<file path="src/smix_modu.sv">
`timescale 1ns / 1ps

// Restoring remainder unit: one numerator bit per cycle.
module smix_modu #(
  parameter int NUM_W = 18,
  parameter int DEN_W = 21
) (
  input  logic             clk_i,
  input  logic             rst_ni,
  input  logic             start_i,
  input  logic [NUM_W-1:0] num_i,
  input  logic [DEN_W-1:0] den_i,
  output logic             done_o,
  output logic [DEN_W-1:0] rem_o
);

  localparam int CNT_W = $clog2(NUM_W + 1);

  logic             busy_q, busy_d;
  logic             done_q, done_d;
  logic [CNT_W-1:0] cnt_q, cnt_d;
  logic [NUM_W-1:0] num_q, num_d;
  logic [DEN_W-1:0] den_q, den_d;
  logic [DEN_W-1:0] rem_q, rem_d;
  logic [DEN_W:0]   trial;
  logic [DEN_W:0]   diff;

  assign trial = {rem_q, num_q[NUM_W-1]};
  assign diff  = trial - {1'b0, den_q};

  always_comb begin
    busy_d = busy_q;
    done_d = 1'b0;
    cnt_d  = cnt_q;
    num_d  = num_q;
    den_d  = den_q;
    rem_d  = rem_q;
    if (start_i) begin
      busy_d = 1'b1;
      cnt_d  = '0;
      num_d  = num_i;
      den_d  = den_i;
      rem_d  = '0;
    end else if (busy_q) begin
      // shift in the next bit, subtract when it fits
      rem_d = (trial >= {1'b0, den_q}) ? diff[DEN_W-1:0] : trial[DEN_W-1:0];
      num_d = num_q << 1;
      cnt_d = cnt_q + CNT_W'(1);
      if (cnt_q == CNT_W'(NUM_W - 1)) begin
        busy_d = 1'b0;
        done_d = 1'b1;
      end
    end
  end

  always_ff @(posedge clk_i or negedge rst_ni) begin
    if (!rst_ni) begin
      busy_q <= 1'b0;
      done_q <= 1'b0;
      cnt_q  <= '0;
    end else begin
      busy_q <= busy_d;
      done_q <= done_d;
      cnt_q  <= cnt_d;
    end
  end

  always_ff @(posedge clk_i) begin
    num_q <= num_d;
    den_q <= den_d;
    rem_q <= rem_d;
  end

  assign done_o = done_q;
  assign rem_o  = rem_q;

endmodule

</file>
<file path="config.mk">
export PLATFORM = sky130hd
export DESIGN_NAME = smix_modu
export DESIGN_NICKNAME = d
export VERILOG_FILES = /design/src/smix_modu.sv
export SDC_FILE = /design/constraint.sdc
export NUM_CORES = 1
export LEC_CHECK = 0
export BUFFER_PORTS_ARGS = -buffer_cell sky130_fd_sc_hd__buf_2
export CORE_ASPECT_RATIO = 1.25
export CORE_MARGIN = 5
export CORE_UTILIZATION = 61
export DETAILED_ROUTE_END_ITERATION = 6
export PLACE_DENSITY = 0.95
export SLEW_MARGIN = 20
export SYNTH_ARGS = -nofsm -noshare
export SYNTH_HDL_FRONTEND = slang
export SYNTH_SLANG_ARGS = --single-unit
</file>
<file path="constraint.sdc">
create_clock -name clk_i -period 8.9 [get_ports clk_i]
set_clock_uncertainty 0.2 [all_clocks]
set_input_delay 1.78 -clock clk_i [delete_from_list [all_inputs] [get_ports clk_i]]
set_output_delay 1.78 -clock clk_i [all_outputs]
set_load 0.01 [all_outputs]
</file>
==> flow_metrics.env <==
export IMPL_outcome="complete, no violations"
export IMPL_nNetsFinal=499
export IMPL_yosys_warnings=0
export IMPL_die_h_um=98.9
export IMPL_clk_pin_slew_ps=70
export IMPL_place_hpwl_um=5810
export IMPL_cts_num_sinks=67
export IMPL_fmax_ghz=0.270
export IMPL_ys_top_cells_by_area="edfxtp_1 30%, dfxtp_1 11%, ha_1 7.5%, mux2_2 5.0%, dfrtp_1 4.5%"
export IMPL_hp_class="flip-flop to flip-flop"
export IMPL_irDropWorstVdd_v=0.000167
export IMPL_drc=0
export IMPL_leakage_uw=0.00194
export IMPL_cp_required_ps=8670
export IMPL_fp_row_count=32
export IMPL_num_vias=3003
export IMPL_finalSetupViolCount=0
export IMPL_grtUsageTotal_pct=21.3
export IMPL_grt_ovfl_total=0
export IMPL_ys_seq_elements=67
export IMPL_drtAntennaViolNets=0
export IMPL_worst_pin_slew_ps=784
export IMPL_htreeDepth=3
export IMPL_p_per_area_mw_per_mm2=281
export IMPL_die_width_um=81.1
export IMPL_multi_input_area_mm2=0.00189
export IMPL_synth_fp_nets=439
export IMPL_synthCells=373
export IMPL_yosysTopAreaCell="edfxtp_1"
export IMPL_slew_headroom_pct=47.6
export IMPL_area_growth_pct=14.4
export IMPL_synth_async_reset_ratio_pct=10.4
export IMPL_worstReg2RegEnd="rem_o[0]"
export IMPL_yosysTopAreaCellShare_pct=30.4
export IMPL_synth_distinct_cells=54
export IMPL_ys_dominant_reg_cell="edfxtp_1"
export IMPL_grt_first_pass_wirelength_um=13400
export IMPL_io_pins=64
export IMPL_regToRegStartpoint="num_q[17]"
export IMPL_min_path_cells=2
export IMPL_cts_tree="done"
export IMPL_avgViaCountPerCell=5.74
export IMPL_diodes=0
export IMPL_die_area_mm2=0.00803
export IMPL_fp_coreArea_mm2=0.00617
export IMPL_wl_per_cell_um=15.5
export IMPL_r2r_slack_ps=5640
export IMPL_ys_top_cells_by_count="39 x edfxtp_1, 34 x nor2_1, 31 x nand2_1, 30 x inv_1, 23 x ha_1"
export IMPL_cp_start_kind="input port"
export IMPL_path_max_fanout=61
export IMPL_min_period_over_period_pct=41.6
export IMPL_rsz0062_at_grt="no"
export IMPL_worstSetupStartpoint="start_i"
export IMPL_synth_most_common_cell="edfxtp_1"
export IMPL_grt_pass1_vias=2996
export IMPL_drive_above_1_share_pct=24.0
export IMPL_finalSetupTns_ps=0
export IMPL_ff_latch_area_mm2=0.00177
export IMPL_p_switching_uw=463
export IMPL_grt_max_degree=62
export IMPL_dpl_instance_area_mm2=0.00420
export IMPL_crit_arrival_ps=3470
export IMPL_setup_worst_path_end="num_q[16]"
export IMPL_port_buffers=63
export IMPL_routed_wl_um=8120
export IMPL_intPower_uw=777
export IMPL_critPathKind="input port to flip-flop"
export IMPL_r2r_cells=11
export IMPL_hold_buffers=0
export IMPL_numCtsBuffers=9
export IMPL_cts_resized=0
export IMPL_antenna_found_initial=0
export IMPL_gp_congestion=0.895
export IMPL_start_util_pct=62.6
export IMPL_final_max_slew_violation_count=0
export IMPL_fill_cells=446
export IMPL_design_area_mm2=0.00441
export IMPL_clk_latency_ps=350
export IMPL_clockPowerShare_pct=22.1
export IMPL_switching_share_pct=37.3
export IMPL_clock_path_buffers=2
export IMPL_synth_seq_area_share_pct=45.8
export IMPL_power_frac_comb_pct=43.1
export IMPL_critPathCaptureType="flip-flop"
export IMPL_cts_root_buffer="clkbuf_8"
export IMPL_drt_iter0_drc=214
export IMPL_avgSynthCellArea_um2=10.3
export IMPL_period_needed_ps=3700
export IMPL_pwr_share_seq_pct=34.8
export IMPL_drv_cap=0
export IMPL_post_cts_setup_buffers=0
export IMPL_dr_pass1_iters=4
export IMPL_syn_area_mm2=0.00386
export IMPL_synth_edff_count=39
export IMPL_hold_viol_final=0
[power groups by stage]
stage	combinational [uW]	clock, uW	sequential, uW
global placement	509	0	436
global route	588	294	439
floorplan	420	0	443
finish	534	274	432
CTS	531	277	432
detailed placement	526	0	439
[cell usage in the layout (no fill, tap or decap), types with 11 or more instances in the layout]
master and n:
o21ai_0 13, mux2i_1 11, dfxtp_1 21, nand2_1 31
a211oi_1 17, buf_2 63, mux2_2 17, inv_1 30
a21oi_1 15, ha_1 23, nor2_1 34, edfxtp_1 39
[critical path: stages]
cell and delay, ps:
buf_2 90, buf_4 330, nor2_1 690, inv_1 550
[flip-flops by register name, summed over array words and instances (netlist names)]
| signal | count |
|---|---|
| den_q | 21 |
| rem_o | 21 |
| num_q | 18 |
| cnt_q | 5 |
| busy_q | 1 |
| done_o | 1 |
[how the worst min path moves through the flow]
stage	start	endpoint	slack, ps
CTS	rem_o[12]	rem_o[12]	320
global route	rem_o[5]	rem_o[5]	360
floorplan	rem_o[12]	rem_o[12]	300
finish	rem_o[7]	rem_o[7]	320
detailed placement	rem_o[12]	rem_o[12]	300
global placement	rem_o[3]	rem_o[3]	310
[metrics by stage]
step                worst slack (ps)  hold slack [ps]  std cells  utilization (%)  power (uW)
floorplan                       5660              305        373                -         863
global placement                4930              306        507             68.2         945
detailed placement              4830              302        507             68.2         965
CTS                             5190              317        523             71.6        1240
global route                    5020              361        523             71.6        1320
finish                          5200              319        523             71.6        1240
[final cells by class]
cell class,instances,area share [%]
multi-input combinational,260,42.8
sequential,67,40.0
timing repair buffer,65,7.49
clock buffer,11,2.98
inverter,30,2.55
tap,85,2.41
clock inverter,5,1.76
[routing by layer]
layer	share of wire (%)	GRT usage [%]	up-vias
li1	-	-	1467
met1	41	26.5	1418
met2	50	34.3	100
met3	6.2	5.85	18
met4	2.8	9.49	0
met5	0	0	-
[logic make-up (layout without fill, tap and decap cells)]
logic type	after synthesis	in the layout	share of synthesized area, %
AND/OR/NAND/NOR	96	96	11.3
flip-flops	67	67	45.8
buffers and inverters	46	111	5.29
XOR/XNOR	18	18	4.09
AO/OA/AOI/OAI	93	93	17.4
multiplexers	29	29	8.20
adder cells (fa/ha/maj)	24	24	7.98
(Power assumes the default switching activity.)
